$ cat src/sv/pfd_pkg.sv
// Shared types, constants and the control store of the filtered-derivative PID block.
package pfd_pkg;

  // Fixed-point widths
  localparam int unsigned DATA_W  = 32;               // Q16.16 values
  localparam int unsigned GAIN_W  = 24;               // Q8.16 gains
  localparam int unsigned STEP_W  = 16;               // Q0.16 integration step
  localparam int unsigned LIMIT_W = 31;               // integral clamp
  localparam int unsigned OPA_W   = DATA_W + 1;       // multiplier A: exact difference
  localparam int unsigned OPB_W   = GAIN_W + 1;       // multiplier B: gains and Q0.16 consts
  localparam int unsigned PROD_W  = OPA_W + OPB_W;    // 58 bits
  localparam int unsigned ACC_W   = PROD_W + 2;       // room for three products
  localparam int unsigned FRAC_W  = 16;
  localparam int unsigned RND_W   = ACC_W - FRAC_W;   // accumulator after the shift
  localparam int unsigned INT_W   = DATA_W + 2;       // integral update width
  localparam int unsigned PC_W    = 4;                // step counter

  // Filter coefficients, Q0.16
  localparam logic [OPB_W-1:0] FILTER_NEW = OPB_W'(25166);
  localparam logic [OPB_W-1:0] FILTER_OLD = OPB_W'(40305);
  localparam logic [ACC_W-1:0] ROUND_HALF = ACC_W'(32768);

  // Configuration register indexes
  localparam int unsigned CFG_IDX_W = 3;
  localparam logic [CFG_IDX_W-1:0] REG_GAIN_P     = 3'd0;
  localparam logic [CFG_IDX_W-1:0] REG_GAIN_D     = 3'd1;
  localparam logic [CFG_IDX_W-1:0] REG_GAIN_I     = 3'd2;
  localparam logic [CFG_IDX_W-1:0] REG_INT_STEP   = 3'd3;
  localparam logic [CFG_IDX_W-1:0] REG_INT_LIMIT  = 3'd4;
  localparam logic [LIMIT_W-1:0]   LIMIT_RESET    = LIMIT_W'(655360);

  typedef struct packed {
    logic signed [GAIN_W-1:0] gain_p;
    logic signed [GAIN_W-1:0] gain_d;
    logic signed [GAIN_W-1:0] gain_i;
    logic [STEP_W-1:0]        int_step;
    logic [LIMIT_W-1:0]       int_limit;
  } cfg_t;

  // Control word fields
  typedef enum logic [2:0] {A_ERR, A_DIFF, A_PREVD, A_INTEG, A_DERIV} asel_t;
  typedef enum logic [2:0] {B_STEP, B_CNEW, B_COLD, B_GP, B_GD, B_GI} bsel_t;
  typedef enum logic [1:0] {ACC_HOLD, ACC_LOAD, ACC_ADD} acc_op_t;
  typedef enum logic [2:0] {WR_NONE, WR_DIFF, WR_INTEG, WR_DERIV, WR_OUT, WR_CLR} wr_t;

  typedef struct packed {
    asel_t             a_sel;
    bsel_t             b_sel;
    acc_op_t           acc_op;
    wr_t               wr;
    logic              jmp_cmd;   // jump to jmp_to when the item is a clear command
    logic [PC_W-1:0]   jmp_to;
    logic              last;      // hand the result to the output register
  } ctrl_t;

  localparam logic [PC_W-1:0] PC_CLEAR = 4'd8;

  localparam ctrl_t CTRL_NOP = '{a_sel: A_ERR, b_sel: B_STEP, acc_op: ACC_HOLD,
                                 wr: WR_NONE, jmp_cmd: 1'b0, jmp_to: '0, last: 1'b0};

  // Control store. A product is registered in the step after its operands are
  // selected, and the accumulator takes it in the step after that.
  function automatic ctrl_t ucode(logic [PC_W-1:0] pc);
    ctrl_t w;
    w = CTRL_NOP;
    case (pc)
      4'd0: begin
        // diff and previous error, start err*step
        w.jmp_cmd = 1'b1;
        w.jmp_to  = PC_CLEAR;
        w.wr      = WR_DIFF;
        w.a_sel   = A_ERR;
        w.b_sel   = B_STEP;
      end
      4'd1: begin
        w.acc_op = ACC_LOAD;
        w.a_sel  = A_DIFF;
        w.b_sel  = B_CNEW;
      end
      4'd2: begin
        w.wr     = WR_INTEG;
        w.acc_op = ACC_LOAD;
        w.a_sel  = A_PREVD;
        w.b_sel  = B_COLD;
      end
      4'd3: begin
        w.acc_op = ACC_ADD;
        w.a_sel  = A_ERR;
        w.b_sel  = B_GP;
      end
      4'd4: begin
        w.wr     = WR_DERIV;
        w.acc_op = ACC_LOAD;
        w.a_sel  = A_INTEG;
        w.b_sel  = B_GI;
      end
      4'd5: begin
        w.acc_op = ACC_ADD;
        w.a_sel  = A_DERIV;
        w.b_sel  = B_GD;
      end
      4'd6: begin
        w.acc_op = ACC_ADD;
      end
      4'd7: begin
        w.wr   = WR_OUT;
        w.last = 1'b1;
      end
      4'd8: begin
        w.wr   = WR_CLR;
        w.last = 1'b1;
      end
      default: begin
        w = CTRL_NOP;
      end
    endcase
    return w;
  endfunction

  // Saturate the shifted accumulator to 32 bits signed
  function automatic logic [DATA_W-1:0] sat32(logic [RND_W-1:0] v);
    logic ovf;
    ovf = (v[RND_W-1:DATA_W-1] != '0) && (v[RND_W-1:DATA_W-1] != '1);
    if (!ovf) begin
      return v[DATA_W-1:0];
    end else if (v[RND_W-1]) begin
      return {1'b1, {(DATA_W-1){1'b0}}};
    end else begin
      return {1'b0, {(DATA_W-1){1'b1}}};
    end
  endfunction

endpackage

$ cat src/sv/pfd_datapath.sv
// Datapath: shared multiplier, rounding accumulator and controller state registers.
module pfd_datapath (
  input  logic                          clk,
  input  logic                          rst_n,
  input  logic                          load,
  input  logic signed [31:0]            setpoint,
  input  logic signed [31:0]            measured,
  input  pfd_pkg::ctrl_t                ctrl,
  input  pfd_pkg::cfg_t                 cfg,
  output logic [pfd_pkg::DATA_W-1:0]    drive
);
  import pfd_pkg::*;

  logic signed [DATA_W-1:0]  err_r;
  logic signed [OPA_W-1:0]   diff_r;
  logic signed [DATA_W-1:0]  prev_err_r, prev_err_nxt;
  logic signed [DATA_W-1:0]  prev_der_r, prev_der_nxt;
  logic signed [DATA_W-1:0]  integ_r, integ_nxt;
  logic signed [PROD_W-1:0]  prod_r;
  logic signed [ACC_W-1:0]   acc_r, acc_nxt;

  logic signed [DATA_W:0]    raw_err;
  logic signed [DATA_W-1:0]  err_sat;
  logic signed [OPA_W-1:0]   op_a;
  logic signed [OPB_W-1:0]   op_b;
  logic [RND_W-1:0]          rnd;
  logic [DATA_W-1:0]         rnd_sat;
  logic signed [INT_W-1:0]   int_sum;
  logic signed [INT_W-1:0]   lim_pos;
  logic signed [INT_W-1:0]   lim_neg;
  logic signed [DATA_W-1:0]  int_clamped;

  // Saturated error, taken when the item transfers
  always_comb begin
    raw_err = {setpoint[DATA_W-1], setpoint} - {measured[DATA_W-1], measured};
    if (raw_err[DATA_W] != raw_err[DATA_W-1]) begin
      err_sat = raw_err[DATA_W] ? {1'b1, {(DATA_W-1){1'b0}}} : {1'b0, {(DATA_W-1){1'b1}}};
    end else begin
      err_sat = raw_err[DATA_W-1:0];
    end
  end

  // Operand selection
  always_comb begin
    case (ctrl.a_sel)
      A_ERR:   op_a = {err_r[DATA_W-1], err_r};
      A_DIFF:  op_a = diff_r;
      A_PREVD: op_a = {prev_der_r[DATA_W-1], prev_der_r};
      A_INTEG: op_a = {integ_r[DATA_W-1], integ_r};
      A_DERIV: op_a = {prev_der_r[DATA_W-1], prev_der_r};
      default: op_a = '0;
    endcase
    case (ctrl.b_sel)
      B_STEP:  op_b = {{(OPB_W-STEP_W){1'b0}}, cfg.int_step};
      B_CNEW:  op_b = FILTER_NEW;
      B_COLD:  op_b = FILTER_OLD;
      B_GP:    op_b = {cfg.gain_p[GAIN_W-1], cfg.gain_p};
      B_GD:    op_b = {cfg.gain_d[GAIN_W-1], cfg.gain_d};
      B_GI:    op_b = {cfg.gain_i[GAIN_W-1], cfg.gain_i};
      default: op_b = '0;
    endcase
  end

  // Accumulator; a load starts from one half LSB so the shift rounds half up
  always_comb begin
    case (ctrl.acc_op)
      ACC_LOAD: acc_nxt = ACC_W'(prod_r) + ROUND_HALF;
      ACC_ADD:  acc_nxt = acc_r + ACC_W'(prod_r);
      default:  acc_nxt = acc_r;
    endcase
  end

  assign rnd     = acc_r[ACC_W-1:FRAC_W];
  assign rnd_sat = sat32(rnd);
  assign drive   = rnd_sat;

  // Integral update and clamp
  always_comb begin
    int_sum = INT_W'(integ_r) + rnd[INT_W-1:0];
    lim_pos = INT_W'({1'b0, cfg.int_limit});
    lim_neg = -lim_pos;
    if (int_sum > lim_pos) begin
      int_clamped = lim_pos[DATA_W-1:0];
    end else if (int_sum < lim_neg) begin
      int_clamped = lim_neg[DATA_W-1:0];
    end else begin
      int_clamped = int_sum[DATA_W-1:0];
    end
  end

  // Controller state next values
  always_comb begin
    prev_err_nxt = prev_err_r;
    prev_der_nxt = prev_der_r;
    integ_nxt    = integ_r;
    case (ctrl.wr)
      WR_DIFF:  prev_err_nxt = err_r;
      WR_INTEG: integ_nxt    = int_clamped;
      WR_DERIV: prev_der_nxt = rnd_sat;
      WR_CLR: begin
        prev_err_nxt = '0;
        prev_der_nxt = '0;
        integ_nxt    = '0;
      end
      default: ;
    endcase
  end

  // State registers
  always_ff @(posedge clk) begin
    if (!rst_n) begin
      prev_err_r <= '0;
      prev_der_r <= '0;
      integ_r    <= '0;
    end else begin
      prev_err_r <= prev_err_nxt;
      prev_der_r <= prev_der_nxt;
      integ_r    <= integ_nxt;
    end
  end

  // Scratch registers
  always_ff @(posedge clk) begin
    if (load) begin
      err_r <= err_sat;
    end
    if (ctrl.wr == WR_DIFF) begin
      diff_r <= {err_r[DATA_W-1], err_r} - {prev_err_r[DATA_W-1], prev_err_r};
    end
    prod_r <= op_a * op_b;
    acc_r  <= acc_nxt;
  end

endmodule

$ cat src/sv/pid_filtered_derivative.sv
// Top level: PID step with filtered derivative, clamped integral and microcoded control.
//
//  channel | ports                                   | direction
//  --------+-----------------------------------------+----------
//  cfg     | cfg_valid/ready, cfg_index, cfg_data     | in
//  in      | in_valid/ready, in_command/setpoint/...  | in
//  out     | out_valid/ready, out_drive               | out
//
// A control step runs control-store steps 0 to 7 in order on the single 33x25
// multiplier; a clear command runs step 0 and then jumps to step 8.
// Reset clears the gains, step and state; the integral limit returns to 10.0.
// in_ready is low while an item is in the sequencer; the next item transfers
// while a finished result waits in the output register, and holds on its
// last step until that result is taken. cfg_ready is always high.
module pid_filtered_derivative (
  input  logic                               clk,
  input  logic                               rst_n,
  input  logic                               cfg_valid,
  output logic                               cfg_ready,
  input  logic [pfd_pkg::CFG_IDX_W-1:0]      cfg_index,
  input  logic [31:0]                        cfg_data,
  input  logic                               in_valid,
  output logic                               in_ready,
  input  logic                               in_command,
  input  logic signed [31:0]                 in_setpoint,
  input  logic signed [31:0]                 in_measured,
  output logic                               out_valid,
  input  logic                               out_ready,
  output logic signed [31:0]                 out_drive
);
  import pfd_pkg::*;

  cfg_t              cfg_r;
  logic              busy_r;
  logic [PC_W-1:0]   pc_r;
  logic              cmd_r;
  logic              out_valid_r;
  logic [DATA_W-1:0] out_drive_r;

  ctrl_t             ctrl;
  logic              accept;
  logic              stall;
  logic              finish;
  logic [DATA_W-1:0] dp_drive;

  assign cfg_ready = 1'b1;
  assign in_ready  = !busy_r;
  assign accept    = in_valid && in_ready;
  assign out_valid = out_valid_r;
  assign out_drive = out_drive_r;

  // Control word for the current step; idle issues no writes
  assign ctrl   = busy_r ? ucode(pc_r) : CTRL_NOP;
  assign stall  = ctrl.last && out_valid_r && !out_ready;
  assign finish = ctrl.last && !stall;

  // Configuration registers
  always_ff @(posedge clk) begin
    if (!rst_n) begin
      cfg_r.gain_p    <= '0;
      cfg_r.gain_d    <= '0;
      cfg_r.gain_i    <= '0;
      cfg_r.int_step  <= '0;
      cfg_r.int_limit <= LIMIT_RESET;
    end else if (cfg_valid && cfg_ready) begin
      case (cfg_index)
        REG_GAIN_P:    cfg_r.gain_p    <= cfg_data[GAIN_W-1:0];
        REG_GAIN_D:    cfg_r.gain_d    <= cfg_data[GAIN_W-1:0];
        REG_GAIN_I:    cfg_r.gain_i    <= cfg_data[GAIN_W-1:0];
        REG_INT_STEP:  cfg_r.int_step  <= cfg_data[STEP_W-1:0];
        REG_INT_LIMIT: cfg_r.int_limit <= cfg_data[LIMIT_W-1:0];
        default: ;
      endcase
    end
  end

  // Step counter with conditional jump
  always_ff @(posedge clk) begin
    if (!rst_n) begin
      busy_r <= 1'b0;
      pc_r   <= '0;
      cmd_r  <= 1'b0;
    end else if (accept) begin
      busy_r <= 1'b1;
      pc_r   <= '0;
      cmd_r  <= in_command;
    end else if (busy_r) begin
      if (finish) begin
        busy_r <= 1'b0;
      end else if (!stall) begin
        pc_r <= (ctrl.jmp_cmd && cmd_r) ? ctrl.jmp_to : pc_r + 1'b1;
      end
    end
  end

  // Output register
  always_ff @(posedge clk) begin
    if (!rst_n) begin
      out_valid_r <= 1'b0;
    end else if (finish) begin
      out_valid_r <= 1'b1;
    end else if (out_ready) begin
      out_valid_r <= 1'b0;
    end
  end

  always_ff @(posedge clk) begin
    if (finish) begin
      out_drive_r <= (ctrl.wr == WR_CLR) ? '0 : dp_drive;
    end
  end

  pfd_datapath u_datapath (
    .clk      (clk),
    .rst_n    (rst_n),
    .load     (accept),
    .setpoint (in_setpoint),
    .measured (in_measured),
    .ctrl     (ctrl),
    .cfg      (cfg_r),
    .drive    (dp_drive)
  );

endmodule

$ cat config.mk
export PLATFORM = sky130hd
export DESIGN_NAME = pid_filtered_derivative
export DESIGN_NICKNAME = d
export VERILOG_FILES = /design/src/sv/pfd_pkg.sv /design/src/sv/pfd_datapath.sv /design/src/sv/pid_filtered_derivative.sv
export SDC_FILE = /design/constraint.sdc
export NUM_CORES = 2
export LEC_CHECK = 0
export BUFFER_PORTS_ARGS = -buffer_cell sky130_fd_sc_hd__buf_2
export CAP_MARGIN = 20
export CELL_PAD_IN_SITES_DETAIL_PLACEMENT = 1
export CELL_PAD_IN_SITES_GLOBAL_PLACEMENT = 1
export CORE_MARGIN = 3
export CORE_UTILIZATION = 25
export CTS_CLUSTER_SIZE = 16
export DETAILED_ROUTE_END_ITERATION = 7
export PLACE_DENSITY_LB_ADDON = 0.1
export REMOVE_ABC_BUFFERS = 1
export SLEW_MARGIN = 40
export SYNTH_ARGS = -nofsm -noshare
export SYNTH_HDL_FRONTEND = slang
export SYNTH_SLANG_ARGS = --single-unit
$ cat constraint.sdc
create_clock -name clk -period 20.9 [get_ports clk]
set_clock_uncertainty 0.15 [all_clocks]
set_input_delay 3.135 -clock clk [delete_from_list [all_inputs] [get_ports clk]]
set_output_delay 3.135 -clock clk [all_outputs]
set_load 0.05 [all_outputs]
======== Word level (Yosys, flattened, before mapping) ========
Cells that the tools add are included.
cells by class
  eq/ne operators ......................... 29
  multipliers ............................. 1
  bitwise operators ....................... 3
  $add $sub $neg .......................... 7
  magnitude comparators ................... 2
  mux-type cells .......................... 24
  reduce and logical (&&, ||, !) cells .... 30
operators with widths
  kind                      count
  $mux W32                  6
  $pmux W32 S2              3
  $pmux W25 S6              1
  $pmux W33 S4              1
  $pmux W60 S2              1
  $sub A32 B32 Y33          2
  $add A60 B58 Y60          1
  $add A58 B17 Y59 const B  1
  $mul A33 B25 Y58          1
  $add A34 B34 Y34          1
  $gt A34 B32 Y1            1
  $lt A34 B34 Y1            1
  $neg A31 Y34              1
  $pmux W6 S5               1
  $eq A3 B2 Y1 const B      8
  $mux W17                  1
  $eq A4 B3 Y1 const B      4
  $eq A3 B3 Y1 const B      5
  $pmux W3 S5               1
  $ne A13 B13 Y1 const B    1
  $reduce_bool A13 Y1       1
  $eq A3 B1 Y1 const B      4
  $reduce_and A2 Y1         5
  $reduce_bool A2 Y1        5
  19 further kinds          39
word-level totals
  bits of input ports ..................... 105
  flip-flop bits (word level) ............. 437

======== Logic depth before layout (Yosys ltp) ========
  word-level depth ........................ 11
  depth in mapped cells ................... 40
  mapped depth without buffers ............ 36

======== Modules after synthesis ========
A second synthesis with hierarchy kept.
second synthesis, totals
  cells, all modules ...................... 6734
  area total of the unflattened synthesis .. 57662.8 um^2
by module, submodules not included
  module                   area an instance (um^2)  cells each  times used
  pfd_datapath             51570.7                  6057        1
  pid_filtered_derivative  6092.1                   677         1

======== Worst setup path before layout ========
No wires, ideal clock.
  kind .................................... register to register
  start ................................... register pc_r[0]
  end ..................................... register u_datapath.prod_r[51]
  path buffers ............................ 4
  required time ........................... 20631 ps
  stages on the path, launching flop included .. 36
  slack ................................... 11777 ps
  arrival ................................. 8854 ps
  path through ............................ dfxtp_1 -> inv_1 -> ha_1 -> clkbuf_1 -> inv_1 -> or3_1 -> a21oi_1 -> and2_1 -> buf_2 -> buf_1 -> a221o_1 -> clkbuf_1 -> nand2_1 -> fa_1 -> inv_1 -> fa_1 -> inv_1 -> fa_1 -> fa_1 -> inv_1 -> fa_1 -> fa_1 -> inv_1 -> fa_1 -> inv_1 -> ha_1 -> or4_1 -> o2111ai_1 -> o211ai_1 -> a31oi_1 -> a21oi_1 -> o31a_1 -> o21ai_0 -> a21oi_1 -> a221o_1 -> xor2_1
on the way
  cells in the longest elaborated chain, start to end .. 7
  elaborated cells on any way between the ends .. 22
  those cells by class .................... 1 x mul; 14 x eq/ne; 4 x mux; 3 x reduce/logical
RTL lines
  what                                          RTL line                       source
  start, declared                               pid_filtered_derivative.sv:35  logic [PC_W-1:0] pc_r;
  start signal, assigned                        pid_filtered_derivative.sv:91  pc_r <= (ctrl.jmp_cmd && cmd_r) ? ctrl.jmp_to : pc_r + 1'b1;
  $eq A4 B3 Y1 (tied with other cells)          pfd_pkg.sv:66                  case (pc)
  $pmux W6 S5 *                                 pfd_pkg.sv:66
  $mux W17 *                                    pid_filtered_derivative.sv:53  assign ctrl = busy_r ? ucode(pc_r) : CTRL_NOP;
  $eq A3 B2 Y1 or $eq A3 B3 Y1 (tied branches)  pfd_datapath.sv:45             case (ctrl.a_sel)
  $reduce_or A2 Y1 (no source line)             --
  $pmux W33 S4                                  pfd_datapath.sv:45
  $mul A33 B25 Y58 *                            pfd_datapath.sv:130            prod_r <= op_a * op_b;
  end signal, assigned                          pfd_datapath.sv:130
  end, declared                                 pfd_datapath.sv:19             logic signed [PROD_W-1:0] prod_r;
Mark *: on every way between the ends. The rest lies on a longest branch, timed or not.
A chain may end at the register's enable or synchronous reset.

======== Worst setup path after layout ========
  start ................................... register pc_r[0]
  end ..................................... register u_datapath.prod_r[57]
The elaborated chain is that of the path after synthesis.

==> flow_metrics.py <==
metrics = {
    "sta": {
        "tns_ns": 0,
        "slew_viol_final": 0,
        "max_slew.worst_pin.slew_ns": 0.922,
        "timing.fmax_mhz": 90.1,
        "fin_ws_ns": 9.80,
        "timing.final.hold_violations": 0,
        "fin_crit_sh_pct": 53.1,
        "setup_viol": 0,
        "max_slew_margin_pct": 38.6,
        "min_period_ns": 11.10,
        "rsz0062_at_grt": "false",
    },
    "power_and_ir_drop": {
        "irDropWorstVdd_mv": 0.0732,
        "switching_power_uw": 1970,
        "p_int_uw": 2370,
        "p_leak_uw": 0.0289,
        "power_frac_comb_pct": 50.1,
        "clkPwrFrac_pct": 23.5,
        "p_per_area_nw_per_um2": 67.7,
        "p_seq_share_pct": 26.5,
        "switching_share_pct": 45.4,
    },
    "synthesis": {
        "ys.flop_type": "dfxtp_1",
        "ys_types": 91,
        "avgSynthCellArea_um2": 8.62,
        "ys_ff_latch": 437,
        "ys_warn_count": 0,
        "synth_area_leaders": "fa_1 30%, dfxtp_1 9.8%, ha_1 8.4%",
        "synth-async-reset-ratio_pct": 0,
        "post-synth-top-count-cell": "inv_1",
        "postSynthCellCount": 6652,
        "synth_top_area_share_pct": 29.6,
        "synth-edff-count": 157,
        "synth_area_um2": 57300,
        "yosysTopAreaCell": "fa_1",
        "synthTopCellsByCount": "1144 x inv_1, 897 x nand2_1, 847 x fa_1, 605 x nor2_1, 383 x ha_1",
        "yosysSeqAreaShare_pct": 18.0,
    },
    "setup_path": {
        "regToRegStartpoint": "pc_r[0]$_SDFFE_PP0P_",
        "crit_slowest_cell": "a221o_2",
        "required_ns": 21.36,
        "path_max_fanout": 36,
        "start_kind": "flip-flop",
        "crit_path_start": "pc_r[0]$_SDFFE_PP0P_",
        "crit_path_max_incr_delay_ns": 0.66,
        "reg2reg_to": "u_datapath.prod_r[57]$_DFF_P_",
        "cp_common_cell": "fa_1",
        "rr_worst_depth": 31,
        "regToRegSetupSlack_ns": 9.80,
        "cp.arrival_ns": 11.57,
        "worst-setup-path-type": "flip-flop to flip-flop",
        "crit_path_end_kind": "flip-flop",
    },
    "place": {
        "pre_cts_ws_ns": 9.70,
        "dp_hpwl_um": 189000,
        "dp_cells": 9619,
        "gp_congestion": 0.865,
        "place_area_um2": 62100,
        "port_buffers": 137,
    },
    "cts": {
        "cts_buffer_depth": 3,
        "cts.clk_slew.worst_paths_ns": 0.06,
        "tritoncts": "done",
        "clock_sinks": 437,
        "cts_buffers": 56,
        "hold_buffers": 0,
        "cts_resized": 0,
        "h-tree-depth": 2,
        "clkLatencyLatePin_ns": 0.70,
        "post_cts_buffers": 0,
        "root_buffer": "clkbuf_16",
    },
    "routing": {
        "wl_um": 240000,
        "route.detailed.drc": 0,
        "vias_per_cell": 4.80,
        "wl_per_cell_um": 24.7,
        "antenna_left": 0,
        "drt_pass1_iterations": 5,
        "vias": 46700,
        "first_iter_violations": 2223,
    },
    "global_route": {
        "grtUsageMet2_pct": 34.5,
        "grt_pass1_wl_um": 355000,
        "met3_usage_pct": 1.57,
        "gr-usage-all-layers_pct": 20.4,
        "overflow": 0,
        "antenna_found_initial": 19,
        "grt_start_max_net_pins": 98,
        "grt_pass1_vias": 50500,
        "met1_usage_pct": 28.5,
        "grt.busiest_layer": "met2",
    },
    "finish": {
        "layout-drive-gt1-share_pct": 7.76,
        "design_area_um2": 64000,
        "final_cells": 9731,
        "n_fill_cell": 26600,
        "nNetsFinal": 8005,
        "syn_to_final_growth_pct": 11.7,
    },
    "hold_path": {
        "hp-start": "u_datapath.prev_err_r[31]$_SDFFE_PN0P_",
        "min_path_type": "flip-flop to flip-flop",
        "worstHoldPathCells": 2,
        "min_to": "u_datapath.prev_err_r[31]$_SDFFE_PN0P_",
    },
    "run": {
        "cap_viol_max_count": 0,
    },
    "outcome": {
        "status": "finished, final reports clean",
    },
    "floorplanning": {
        "io_pins": 140,
        "core_um2": 228000,
        "start_util_pct": 25.2,
        "die_w_um": 485,
        "dieArea_um2": 235000,
        "rows": 175,
        "die_h_um": 485,
    },
}
-- worst max-delay path, delay by kind of cell (launching register included) --
| kind | cells | cell delay [ns] |
|---|---|---|
| adder cells (fa/ha/maj) | 9 | 4.24 |
| AO/OA/AOI/OAI | 10 | 3.64 |
| buffers and inverters | 7 | 1.29 |
| AND/OR/NAND/NOR | 4 | 1.07 |
| flip-flops | 1 | 0.36 |
| XOR/XNOR | 1 | 0.16 |
-- flip-flops by register name, summed over array words and instances (netlist names), 33 cells and up --
name               cells
u_datapath.diff_r     33
cfg_r                119
u_datapath.acc_r      60
u_datapath.prod_r     58
-- worst max path at each step --
| stage | endpoint | slack [ns] | depth (start not counted) |
|---|---|---|---|
| 2_1_floorplan | u_datapath.prod_r[51]$_DFF_P_ | 10.41 | 29 |
| 3_3_place_gp | u_datapath.prod_r[57]$_DFF_P_ | 9.43 | 32 |
| 3_5_place_dp | u_datapath.prod_r[57]$_DFF_P_ | 9.70 | 32 |
| 4_1_cts | u_datapath.prod_r[57]$_DFF_P_ | 9.55 | 32 |
| 5_1_grt | u_datapath.prod_r[57]$_DFF_P_ | 9.16 | 32 |
| 6_report | u_datapath.prod_r[57]$_DFF_P_ | 9.80 | 31 |
-- power by group through the flow --
stage / Sequential, µW / Clock [µW] / Combinational, µW
finish: 1150 / 1020 / 2170
global route: 1150 / 1080 / 2430
CTS: 1150 / 1050 / 2200
detailed placement: 1170 / 0 / 2180
global placement: 1170 / 0 / 2170
floorplan: 1080 / 0 / 1420
-- layer usage --
| layer | up-vias | routed length, µm |
|---|---|---|
| met5 | - | 0 |
| met4 | 0 | 5120 |
| met3 | 174 | 6910 |
| met2 | 717 | 114000 |
| met1 | 24400 | 114000 |
| li1 | 21400 | - |
-- metrics by stage --
step	util, %	power [µW]	hold WS, ns
6_report	28.1	4340	0.311
5_1_grt	28.1	4660	0.326
4_1_cts	28.1	4410	0.317
3_5_place_dp	27.3	3350	0.308
3_3_place_gp	27.2	3340	0.299
2_1_floorplan	-	2500	0.289
-- cells in the final DEF (no fill, tap or decap), drive strengths merged, types with 27 or more instances in the layout --
master | synthesis | layout
nand2 | 897 | 897
ha | 383 | 383
a221oi | 31 | 31
clkbuf | 278 | 80
and2 | 32 | 32
a221o | 34 | 34
a31oi | 33 | 33
a21oi | 321 | 321
buf | 35 | 273
xor2 | 91 | 91
nand4 | 52 | 52
xnor2 | 184 | 184
fa | 847 | 847
nand3 | 132 | 132
inv | 1145 | 1150
mux2i | 45 | 45
nor3 | 44 | 44
a211oi | 29 | 29
a21o | 143 | 143
a21boi | 195 | 195
nor2b | 38 | 38
a22oi | 27 | 27
a22o | 34 | 34
dfxtp | 280 | 280
nor2 | 605 | 605
o21ai | 180 | 180
and3 | 38 | 38
nand2b | 45 | 45
edfxtp | 157 | 157
-- area by class of cell --
type                       count  area [µm²]  share of cell area (%)
antenna                        4        10.0                  0.0156
clock buffer                  80        1630                    2.55
clock inverter                26         262                   0.408
inverter                    1146        4300                    6.72
multi-input combinational   4756       42000                    65.5
sequential                   437       10300                    16.1
tap                         3009        3760                    5.88
timing repair buffer         273        1780                    2.78
-- cell families (layout without fill, tap and decap cells) --
logic type                 after synthesis  count (layout)  share of synthesized area [%]
buffers and inverters                 1459            1525                           9.63
muxes                                   66              66                           1.21
other                                    1               5                        0.00654
adders and majority gates             1237            1237                           38.1
and+or+nand+nor                       1965            1965                           14.7
AOI/OAI and AO/OA                     1212            1212                           14.2
DFF                                    437             437                           18.0
xor gates and xnor gates               275             275                           4.22
Note: power is estimated with default switching activity, not from simulation.
